[src/hw/rtl/rbd_pkg.sv]
package rbd_pkg;

    localparam int DEPTH      = 16;
    localparam int DATA_WIDTH = 32;
    localparam int IDX_W      = $clog2(DEPTH);
    localparam int CNT_W      = $clog2(DEPTH + 1);
    localparam int VAL_W      = 32;
    localparam int OCC_W      = 5;

    typedef enum logic [1:0] {
        OP_PUSH_BACK  = 2'd0,
        OP_PUSH_FRONT = 2'd1,
        OP_POP_BACK   = 2'd2,
        OP_POP_FRONT  = 2'd3
    } t_op;

    typedef enum logic [1:0] {
        ST_DONE  = 2'd0,
        ST_EMPTY = 2'd1,
        ST_FULL  = 2'd2
    } t_status;

    // one access to the entry store per item
    typedef struct packed {
        logic                  wr_en;
        logic                  rd_en;
        logic [IDX_W-1:0]      addr;
        logic [DATA_WIDTH-1:0] wdata;
    } t_mem_req;

    // result bookkeeping that travels alongside the store read
    typedef struct packed {
        logic             valid;
        t_status          status;
        logic             pop_sel;
        logic [CNT_W-1:0] count;
    } t_rsp;

    function automatic logic [IDX_W-1:0] idx_next(input logic [IDX_W-1:0] i);
        return (i == IDX_W'(DEPTH - 1)) ? '0 : i + IDX_W'(1);
    endfunction

    function automatic logic [IDX_W-1:0] idx_prev(input logic [IDX_W-1:0] i);
        return (i == '0) ? IDX_W'(DEPTH - 1) : i - IDX_W'(1);
    endfunction

endpackage

[src/hw/rtl/rbd_mem.sv]
module rbd_mem
    import rbd_pkg::*;
(
    input  logic                  i_clk,
    input  t_mem_req              i_req,
    output logic [DATA_WIDTH-1:0] o_rdata
);

    logic [DATA_WIDTH-1:0] r_mem [DEPTH];
    logic [DATA_WIDTH-1:0] r_rdata;

    always_ff @(posedge i_clk) begin
        if (i_req.wr_en) begin
            r_mem[i_req.addr] <= i_req.wdata;
        end
    end

    always_ff @(posedge i_clk) begin
        if (i_req.rd_en) begin
            r_rdata <= r_mem[i_req.addr];
        end
    end

    assign o_rdata = r_rdata;

endmodule

[src/hw/rtl/rbd_ctrl.sv]
module rbd_ctrl
    import rbd_pkg::*;
(
    input  logic                  i_clk,
    input  logic                  i_rst_n,
    input  logic                  i_accept,
    input  logic [1:0]            i_op,
    input  logic [DATA_WIDTH-1:0] i_data,
    output t_mem_req              o_mem_req,
    output t_rsp                  o_rsp
);

    logic [IDX_W-1:0] r_head, n_head;
    logic [IDX_W-1:0] r_tail, n_tail;
    logic [CNT_W-1:0] r_count, n_count;
    logic             r_valid, n_valid;
    t_status          r_status, n_status;
    logic             r_pop_sel, n_pop_sel;
    logic             w_full;
    logic             w_empty;
    t_mem_req         w_req;

    assign w_full  = (r_count == CNT_W'(DEPTH));
    assign w_empty = (r_count == '0);

    always_comb begin
        n_head    = r_head;
        n_tail    = r_tail;
        n_count   = r_count;
        n_valid   = i_accept;
        n_status  = r_status;
        n_pop_sel = r_pop_sel;
        w_req     = '{wr_en: 1'b0, rd_en: 1'b0, addr: r_tail, wdata: i_data};
        if (i_accept) begin
            n_status  = ST_DONE;
            n_pop_sel = 1'b0;
            case (t_op'(i_op))
                OP_PUSH_BACK: begin
                    if (w_full) begin
                        n_status = ST_FULL;
                    end else begin
                        w_req.wr_en = 1'b1;
                        w_req.addr  = r_tail;
                        n_tail      = idx_next(r_tail);
                        n_count     = r_count + CNT_W'(1);
                    end
                end
                OP_PUSH_FRONT: begin
                    if (w_full) begin
                        n_status = ST_FULL;
                    end else begin
                        w_req.wr_en = 1'b1;
                        w_req.addr  = idx_prev(r_head);
                        n_head      = idx_prev(r_head);
                        n_count     = r_count + CNT_W'(1);
                    end
                end
                OP_POP_BACK: begin
                    if (w_empty) begin
                        n_status = ST_EMPTY;
                    end else begin
                        w_req.rd_en = 1'b1;
                        w_req.addr  = idx_prev(r_tail);
                        n_tail      = idx_prev(r_tail);
                        n_count     = r_count - CNT_W'(1);
                        n_pop_sel   = 1'b1;
                    end
                end
                OP_POP_FRONT: begin
                    if (w_empty) begin
                        n_status = ST_EMPTY;
                    end else begin
                        w_req.rd_en = 1'b1;
                        w_req.addr  = r_head;
                        n_head      = idx_next(r_head);
                        n_count     = r_count - CNT_W'(1);
                        n_pop_sel   = 1'b1;
                    end
                end
                default: begin
                    n_status = ST_DONE;
                end
            endcase
        end
    end

    always_ff @(posedge i_clk) begin
        if (!i_rst_n) begin
            r_head    <= '0;
            r_tail    <= '0;
            r_count   <= '0;
            r_valid   <= 1'b0;
            r_status  <= ST_DONE;
            r_pop_sel <= 1'b0;
        end else begin
            r_head    <= n_head;
            r_tail    <= n_tail;
            r_count   <= n_count;
            r_valid   <= n_valid;
            r_status  <= n_status;
            r_pop_sel <= n_pop_sel;
        end
    end

    assign o_mem_req = w_req;
    assign o_rsp     = '{valid: r_valid, status: r_status, pop_sel: r_pop_sel,
                         count: r_count};

endmodule

[src/hw/rtl/ring_buffer_deque_core.sv]
// The result strobe o_valid rises the cycle after start is taken.
// Throughput: one item per cycle; busy stays low, since an item touches at most one store entry
//   at acceptance and a pop's registered read data lands on the result cycle.
// Reset: synchronous, active low; pointers and count clear, the deque is empty.
//   Store contents are not cleared; the count keeps unwritten entries from being read.
// The receiver cannot stall: each result is shown for exactly one cycle.
module ring_buffer_deque_core
    import rbd_pkg::*;
(
    input  logic                    i_clk,
    input  logic                    i_rst_n,
    input  logic                    start,
    output logic                    busy,
    input  logic [1:0]              i_op,
    input  logic signed [VAL_W-1:0] i_push_value,
    output logic                    o_valid,
    output logic signed [VAL_W-1:0] o_pop_value,
    output logic [1:0]              o_status,
    output logic [OCC_W-1:0]        o_occupancy
);

    logic                         w_accept;
    t_mem_req                     w_mem_req;
    t_rsp                         w_rsp;
    logic [DATA_WIDTH-1:0]        w_rdata;
    logic signed [DATA_WIDTH-1:0] w_rdata_s;

    // every op is at most a single store access, so there is nothing to wait on
    assign busy     = 1'b0;
    assign w_accept = start && !busy;

    // pointer/count bookkeeping; issues the one store access per item
    rbd_ctrl u_ctrl (
        .i_clk     (i_clk),
        .i_rst_n   (i_rst_n),
        .i_accept  (w_accept),
        .i_op      (i_op),
        .i_data    (i_push_value[DATA_WIDTH-1:0]),
        .o_mem_req (w_mem_req),
        .o_rsp     (w_rsp)
    );

    // entry store: write on push, registered read on pop.
    // A pop right after a push to the same slot reads after the write edge, so
    // no forwarding path is needed.
    rbd_mem u_mem (
        .i_clk   (i_clk),
        .i_req   (w_mem_req),
        .o_rdata (w_rdata)
    );

    // popped word is sign-extended from the stored width; zero on anything else
    assign w_rdata_s   = signed'(w_rdata);
    assign o_valid     = w_rsp.valid;
    assign o_pop_value = w_rsp.pop_sel ? VAL_W'(w_rdata_s) : '0;
    assign o_status    = w_rsp.status;
    assign o_occupancy = OCC_W'(w_rsp.count);

    // each accepted item yields a result on the following cycle
    a_result_follows: assert property (@(posedge i_clk) disable iff (!i_rst_n)
        w_accept |=> o_valid)
        else $error("accepted item produced no result");

    // a pop on an empty deque returns zero and reports zero occupancy
    a_empty_zero: assert property (@(posedge i_clk) disable iff (!i_rst_n)
        (o_valid && o_status == ST_EMPTY) |-> (o_pop_value == '0 && o_occupancy == '0))
        else $error("empty pop returned data or nonzero occupancy");

    // a dropped push only happens at full occupancy, and leaves it there
    a_full_count: assert property (@(posedge i_clk) disable iff (!i_rst_n)
        (o_valid && o_status == ST_FULL) |-> (w_rsp.count == CNT_W'(DEPTH)))
        else $error("full status without a full deque");

endmodule

[config.mk]
export PLATFORM = sky130hd
export DESIGN_NAME = ring_buffer_deque_core
export DESIGN_NICKNAME = d
export VERILOG_FILES = /design/src/hw/rtl/rbd_pkg.sv /design/src/hw/rtl/rbd_mem.sv /design/src/hw/rtl/rbd_ctrl.sv /design/src/hw/rtl/ring_buffer_deque_core.sv
export SDC_FILE = /design/constraint.sdc
export NUM_CORES = 1
export LEC_CHECK = 0
export BUFFER_PORTS_ARGS = -buffer_cell sky130_fd_sc_hd__buf_2
export CAP_MARGIN = 20
export CORE_ASPECT_RATIO = 1.1
export CORE_MARGIN = 2
export CORE_UTILIZATION = 40
export DETAILED_ROUTE_END_ITERATION = 16
export GPL_TIMING_DRIVEN = 0
export SLEW_MARGIN = 10
export SYNTH_ARGS = -nofsm -noshare
export SYNTH_HDL_FRONTEND = slang
export SYNTH_SLANG_ARGS = --single-unit
[constraint.sdc]
create_clock -name i_clk -period 8.9 [get_ports i_clk]
set_input_delay 2.67 -clock i_clk [delete_from_list [all_inputs] [get_ports i_clk]]
set_output_delay 2.67 -clock i_clk [all_outputs]
set_load 0.05 [all_outputs]
==> results of run 1 <==
## sequential cells by signal, summed over array words and instances, names as in the netlist
register / cells
u_mem.r_mem: 512
u_mem.o_rdata: 32
u_ctrl.r_count: 5
u_ctrl.r_head: 4
u_ctrl.r_tail: 4
u_ctrl.r_status: 2
u_ctrl.r_pop_sel: 1
u_ctrl.r_valid: 1
## metal layers
layer	global-route usage	wire length, um	up-vias
li1	-	-	5416
met1	0.242	22100	6048
met2	0.307	25800	358
met3	0.0318	3070	89
met4	0.0566	1490	2
met5	0	8	-
## worst max-delay path: stages
cell,delay [ns]
sky130_fd_sc_hd__buf_2,0.13
sky130_fd_sc_hd__clkbuf_1,0.21
sky130_fd_sc_hd__o311ai_0,0.45
sky130_fd_sc_hd__o2bb2ai_1,0.17
sky130_fd_sc_hd__nor3b_1,0.27
sky130_fd_sc_hd__buf_6,0.17
sky130_fd_sc_hd__buf_4,0.22
sky130_fd_sc_hd__buf_2,0.30
sky130_fd_sc_hd__nand3_1,0.39
sky130_fd_sc_hd__nor2_4,0.78
sky130_fd_sc_hd__buf_16,0.25
## kinds of logic (layout without fill, tap and decap cells)
logic type	count (synthesis)	in the layout	synth area share
flops	561	561	0.753
compound gates	186	186	0.0557
mux	260	260	0.118
fa+ha+maj	8	8	0.00486
buf+inv	82	311	0.0233
xor+xnor	9	9	0.00356
simple gates	149	149	0.0419
other cells	1	2	0.000169
## per-stage QoR
| stage | power [mW] | hold WS [ns] | TNS, ns | utilization | setup slack [ns] |
|---|---|---|---|---|---|
| CTS | 6.70 | 0.472 | 0 | 0.471 | 3.19 |
| global placement | 4.48 | 0.457 | -1223.22 | 0.427 | -3.58 |
| floorplan | 4.06 | 0.547 | 0 | - | 1.15 |
| global route | 6.89 | 0.494 | 0 | 0.471 | 3.08 |
| finish | 6.65 | 0.467 | 0 | 0.471 | 3.16 |
| detailed placement | 4.54 | 0.462 | 0 | 0.441 | 2.60 |
## cell usage after synthesis, types with 4 or more instances
library cell | number | area, um2
sky130_fd_sc_hd__dfxtp_1 | 17 | 340
sky130_fd_sc_hd__and2_1 | 38 | 238
sky130_fd_sc_hd__ha_1 | 7 | 87.6
sky130_fd_sc_hd__inv_1 | 10 | 37.5
sky130_fd_sc_hd__a21boi_0 | 4 | 30.0
sky130_fd_sc_hd__nand3_1 | 10 | 50.1
sky130_fd_sc_hd__a21o_1 | 4 | 30.0
sky130_fd_sc_hd__clkbuf_1 | 17 | 63.8
sky130_fd_sc_hd__buf_4 | 18 | 135
sky130_fd_sc_hd__nor4_1 | 4 | 25.0
sky130_fd_sc_hd__o22ai_1 | 129 | 807
sky130_fd_sc_hd__nor3_1 | 10 | 50.1
sky130_fd_sc_hd__xnor2_1 | 6 | 52.6
sky130_fd_sc_hd__o21ai_0 | 11 | 55.1
sky130_fd_sc_hd__nand2_1 | 24 | 90.1
sky130_fd_sc_hd__buf_2 | 21 | 105
sky130_fd_sc_hd__edfxtp_1 | 544 | 16300
sky130_fd_sc_hd__buf_6 | 15 | 169
sky130_fd_sc_hd__or4_1 | 33 | 248
sky130_fd_sc_hd__a21oi_1 | 10 | 50.1
sky130_fd_sc_hd__mux2i_1 | 259 | 2590
sky130_fd_sc_hd__nor2_1 | 6 | 22.5
sky130_fd_sc_hd__nor2b_1 | 7 | 43.8
sky130_fd_sc_hd__o31ai_1 | 4 | 30.0
## path summary, 6_finish.rpt
check	from	to	slack (ns)
max	i_op[0]	u_mem.r_mem[4][14]	3.16
min	u_ctrl.r_status[0]	u_ctrl.r_status[0]	0.47
max reg2reg	u_ctrl.r_tail[0]	u_mem.r_mem[4][14]	4.39
min reg2reg	u_ctrl.r_status[0]	u_ctrl.r_status[0]	0.47
## final cells by class
class / instances / area, um2
repair buffers: 139 / 1000
multi-input cells: 613 / 5060
clock buffers: 65 / 1370
inverters: 10 / 37.5
diodes: 1 / 2.50
flip-flops and latches: 561 / 16700
well taps: 736 / 921
plain buffers: 72 / 478
fillers: 4650 / 29000
clock inverters: 25 / 264
## power by group through the flow
stage | Clock (mW) | Sequential (mW) | Combinational, mW
2_1_floorplan | 0 | 3.17 | 0.895
4_1_cts | 2.22 | 3.09 | 1.40
3_3_place_gp | 0 | 3.15 | 1.33
5_1_grt | 2.32 | 3.09 | 1.47
3_5_place_dp | 0 | 3.14 | 1.39
6_report | 2.18 | 3.09 | 1.38
==> reports/metrics.sh, run 1 <==
STATUS='complete, no violations'
FINALWORSTPATHREQUIREDPERIOD_NS=5.74
POST_CTS_RESIZED=0
FINAL_MAX_SLEW_VIOL_COUNT=0
FIRST_PASS_ITERS=5
PLACED_INSTANCES=2131
INITIAL_CORE_UTILIZATION=0.404
CLOCKBUFFERDEPTH=3
FINAL.PERIOD_UTILIZATION=0.645
PIN_COUNT_OF_THE_BIGGEST_NET_ENTERING_GLOBAL_ROUTING=20
FINALSETUPVIOLCOUNT=0
INSTANCES_NO_FILL=2222
SYN_AREA_PER_CELL_UM2=17.6
FINISH.INSTANCE_AREA_UM2=25800
SYNTHESIS.YOSYS.WARNINGS=0
CTS_TREE='yes'
WORST_SLEW_PIN_SLEW_NS=0.920
DRC_ERRORS=0
VDD_IR_DROP_MAX_mV=0.132
ROUTABILITYCONGESTION=0.786
PLACE.PORT_BUFFERS=75
POWER.DENSITY_nW_PER_UM2=258
FP.DIEH_UM=251
HOLD_DEPTH=2
POWER_FRAC_CLOCK=0.328
ANTENNA_VIOLATIONS_BEFORE_REPAIR=2
VIAS_PER_CELL=5.36
POST-CTS-SETUP-BUFFERS=0
CTS-BUFFERS-INSERTED=53
CELL_INTERNAL_POWER_DISSIPATION_mW=4.79
CP.REQUIRED_NS=9.20
LAYOUT-DRIVE-GT1-SHARE=0.200
POSTSYNTHREGISTERBITS=561
UNREPAIRED_SETUP_ENDPOINTS_AFTER_GLOBAL_ROUTING='no'
POST_DP_HPWL_MM=34.5
FLOORPLAN.ROWS=90
HTREE_LEVELS=2
SYN-CELL-AREA_UM2=22100
NUMBER_OF_CLOCK_SINKS_SEEN_BY_CTS=561
FINAL_ANTENNA_NET_COUNT=0
DETAILED_PLACE.AREA_UM2=24200
START_KIND='input port'
FULL_DIE_AREA_UM2=57300
FINCLKSKEW_NS=0.00596
NUM_IO_PINS=78
SHARE_OF_TOTAL_POWER_IN_COMBINATIONAL_LOGIC=0.208
SYN-NUM-NETS=1301
MIN-DELAY-PATH-CLASS='reg2reg'
CTS_HOLD_BUF=0
WL_PER_CELL_UM=23.6
TOTAL_ROUTING_USAGE_GR=0.182
DESIGN.FINAL.NETS=1495
CLOCK.FMAX_MHz=174
GRT_REMAINING_OVERFLOW=0
ASYNC_SR_FLOP_FRACTION=0
CORE-AREA_UM2=54800
SYNTHDISTINCTLIBCELLS=59
OVERALL_ROUTED_NET_LENGTH_MM=52.5
MAX_CAP_VIOLATIONS=0
P_SW_FRAC=0.279
SYNTH_ENABLE_FLOP_CELLS=544
WORST_SETUP_HOLD_PATH_CLK_SLEW_NS=0.06
SWITCHING_POWER_mW=1.86
DRT_ITER0_MARKERS=1140
DIE-WIDTH_UM=228
CRITICAL_PATH_ARRIVAL_NS=6.04
SYN_TO_FINAL_GROWTH_PCT=16.5
CRITICALPATHCATEGORY='in2reg'
ROOT_BUFFER='sky130_fd_sc_hd__clkbuf_16'
MAX-SLEW-MARGIN-REL=0.387
POWER.STATIC_LEAKAGE_nW=9.69
GRT_FIRST_PASS_WIRELENGTH_MM=77.3
HOLD_VIOL=0
TIMING.REG2REG.WORST_PATH_DEPTH=13
POWER.SEQUENTIAL.FRACTION=0.464
WORSTPATHMAXFANOUT=19
VIAS=11900
FIRST_GLOBAL_VIAS=12000
ENDPOINT_KIND_OF_THE_WORST_SETUP_TIMING_PATH='flip-flop'
POSTSYNTH.TOPFLOPCELL='sky130_fd_sc_hd__edfxtp_1'
POSTSYNTHCELLCOUNT=1256
SYNTH_SEQUENTIAL_AREA_RATIO=0.753
FINAL_CELL_MIX='544 x sky130_fd_sc_hd__edfxtp_1, 259 x sky130_fd_sc_hd__mux2i_1, 129 x sky130_fd_sc_hd__o22ai_1'
LAYOUT_COMMONEST_CELL='sky130_fd_sc_hd__edfxtp_1'
CLK-INSERTION-DELAY-LATE_NS=0.60
Power figures use the tool's default switching activity.
==> run 2: changes to the inputs <==
clock period = 4.8 ns   (was 8.9 ns; I/O delays follow)
==> reports/metrics.sh, run 2 (synthesized netlist as in run 1, its figures left out) <==
CORE-AREA_UM2=54800  # unchanged
DRT_ITER0_MARKERS=983  # -14%
FINALSETUPVIOLCOUNT=0  # unchanged
ANTENNA_VIOLATIONS_BEFORE_REPAIR=1  # -1
START_KIND='input port'
FINAL_ANTENNA_NET_COUNT=0  # unchanged
FP.DIEH_UM=251  # unchanged
P_TOTAL_mW=12.4  # +87%
CRITICAL_PATH_ARRIVAL_NS=4.76  # -1.28 ns
HOLD_DEPTH=2  # unchanged
FIRST_PASS_ITERS=5  # unchanged
VDD_IR_DROP_MAX_mV=0.281  # +110%
CP.REQUIRED_NS=5.08  # -4.12 ns
MIN-DELAY-PATH-CLASS='reg2reg'
REGMOSTFLOPS='u_mem.r_mem'
CTS-BUFFERS-INSERTED=53  # unchanged
CRITICAL-PATH-SLOWEST-CELL='sky130_fd_sc_hd__nor3_4'
VIAS=11900  # +0.18%
ANTENNADIODECOUNT=0  # -1
POST-PLACE-WS_NS=-0.560  # -3.16 ns
RR_STARTPOINT='u_ctrl.r_tail[0]'
WORST-PATH-BUF-INV=5  # -1
CLOCKBUFFERDEPTH=3  # unchanged
FLOORPLAN.ROWS=90  # unchanged
CRITPATHMOSTFREQUENTCELL='sky130_fd_sc_hd__nand2_1'
WORSTPATHMAXFANOUT=20  # +1
WORST_R2R_ENDPOINT='u_mem.r_mem[9][15]'
PIN_COUNT_OF_THE_BIGGEST_NET_ENTERING_GLOBAL_ROUTING=21  # +5.0%
MAX-SLEW-MARGIN-REL=0.382  # -0.00464
POST_DP_HPWL_MM=34.3  # -0.61%
CTS_HOLD_BUF=0  # unchanged
FIN_WORST_HOLD_SLACK_NS=0.474  # +0.00672 ns
LAYOUT-DRIVE-GT1-SHARE=0.189  # -0.0113
LARGEST_REG_FLOPS=512  # unchanged
STATUS='complete, no violations'
POWER.STATIC_LEAKAGE_nW=9.73  # +0.43%
DRC_ERRORS=0  # unchanged
FULL_DIE_AREA_UM2=57300  # unchanged
CRIT_CHAIN='clkbuf_2 -> nand2_1 -> nor2_4 -> buf_12 -> a221o_1 -> buf_6 -> nand2_1 -> nor3_4 -> buf_16 -> buf_8'
DIE-WIDTH_UM=228  # unchanged
CTS_TREE='yes'
TOTAL_ROUTING_USAGE_GR=0.181  # -0.00152
NUMBER_OF_CLOCK_SINKS_SEEN_BY_CTS=561  # unchanged
UNREPAIRED_SETUP_ENDPOINTS_AFTER_GLOBAL_ROUTING='no'
TIMING.REG2REG.WORST_PATH_DEPTH=12  # -1
CPPEAKSTAGEDELAY_NS=0.78  # about the same
FILLERS=4633  # -0.37%
GRT_REMAINING_OVERFLOW=0  # unchanged
FINALWORSTSETUPSLACK_NS=0.316  # -2.85 ns
ROOT_BUFFER='sky130_fd_sc_hd__clkbuf_16'
GRT_FIRST_PASS_WIRELENGTH_MM=77.5  # +0.24%
REG2REG_SETUP_SLACK_NS=0.42  # -3.97 ns
LAYOUT_COMMONEST_CELL='sky130_fd_sc_hd__edfxtp_1'
HTREE_LEVELS=2  # unchanged
MAX_CAP_VIOLATIONS=0  # unchanged
INSTANCES_NO_FILL=2209  # -0.59%
NUM_IO_PINS=78  # unchanged
HOLDCRITSTARTPOINT='u_ctrl.r_status[1]'
ROUTABILITYCONGESTION=0.793  # +1.0%
FINAL_MAX_SLEW_VIOL_COUNT=0  # unchanged
WORST_PATH_DOMINANT_CELL_FAMILY='simple AND/OR/NAND/NOR gates'
FINALWORSTPATHREQUIREDPERIOD_NS=4.48
VIAS_PER_CELL=5.40  # +0.77%
OVERALL_ROUTED_NET_LENGTH_MM=52.1  # -0.65%
HOLD_VIOL=0  # unchanged
PLACED_INSTANCES=2102  # -1.4%
WORST_HOLD_PATH.ENDPOINT='u_ctrl.r_status[1]'
SYN_TO_FINAL_GROWTH_PCT=17.9
FINCLKSKEW_NS=0.0173  # +0.0113 ns
DESIGN.FINAL.NETS=1477  # -1.2%
CLOCK.FMAX_MHz=223
POST-CTS-SETUP-BUFFERS=0  # unchanged
PLACE.PORT_BUFFERS=75  # unchanged
WORST_SLEW_PIN_SLEW_NS=0.920  # +0.0000497 ns
INITIAL_CORE_UTILIZATION=0.404  # unchanged
ENDPOINT_KIND_OF_THE_WORST_SETUP_TIMING_PATH='flip-flop'
CRITICALPATHCATEGORY='in2reg'
CLK-INSERTION-DELAY-LATE_NS=0.58  # -0.02 ns
FINAL.PERIOD_UTILIZATION=0.934
WORST_SETUP_HOLD_PATH_CLK_SLEW_NS=0.06  # about the same
WL_PER_CELL_UM=23.6  # about the same
FIRST_GLOBAL_VIAS=12100  # +0.87%
POWER.DENSITY_nW_PER_UM2=475  # +85%
FINAL_CELL_MIX='544 x sky130_fd_sc_hd__edfxtp_1, 259 x sky130_fd_sc_hd__mux2i_1, 129 x sky130_fd_sc_hd__o22ai_1'
POST_CTS_RESIZED=0  # unchanged
==> run 2: stage by stage <==
stage	cell area (um2)	TNS, ns	utilization
global placement	23500	-1334.82	0.429
CTS	25900	0	0.473
global route	26100	0	0.476
detailed placement	24200	-77.23	0.442
finish	26100	0	0.476
floorplan	22200	-100.70	-
==> run 2: worst min-delay path: stages, from the launching register on <==
cell                       delay (ns)
sky130_fd_sc_hd__dfxtp_1         0.31
sky130_fd_sc_hd__nand2_1         0.05
sky130_fd_sc_hd__a21boi_0        0.07
==> run 2: final cells by class <==
class,count,area [um2],area share
multi-input cells,613,5140,0.197
flip-flops and latches,561,16700,0.639
plain buffers,72,478,0.0183
well taps,736,921,0.0353
clock inverters,27,277,0.0106
repair buffers,121,1160,0.0445
clock buffers,69,1410,0.0539
inverters,10,37.5,0.00144
==> run 2: worst max path at each step <==
stage	to	slack, ns	cells after the start	startpoint
6_report	u_mem.r_mem[10][15]	0.32	10	start
5_1_grt	u_mem.r_mem[11][20]	0.08	10	start
4_1_cts	u_mem.r_mem[8][20]	0.01	13	u_ctrl.r_tail[0]
3_5_place_dp	u_mem.r_mem[8][14]	-0.56	11	i_op[0]
3_3_place_gp	u_mem.r_mem[11][14]	-3.01	7	start
2_1_floorplan	u_mem.r_mem[13][0]	-0.31	9	start
==> run 2: power by group <==
part	internal, mW	switching, mW
logic	0.962	1.64
clock network	2.33	1.75
registers	5.65	0.0742
total	8.95	3.46
==> run 2: per-layer routing <==
metal	part of all wire	up-vias	GRT usage
met5	0.00019	-	0
met4	0.021	2	0.0480
met3	0.050	74	0.0278
met2	0.52	327	0.324
met1	0.41	6135	0.229
li1	-	5397	-
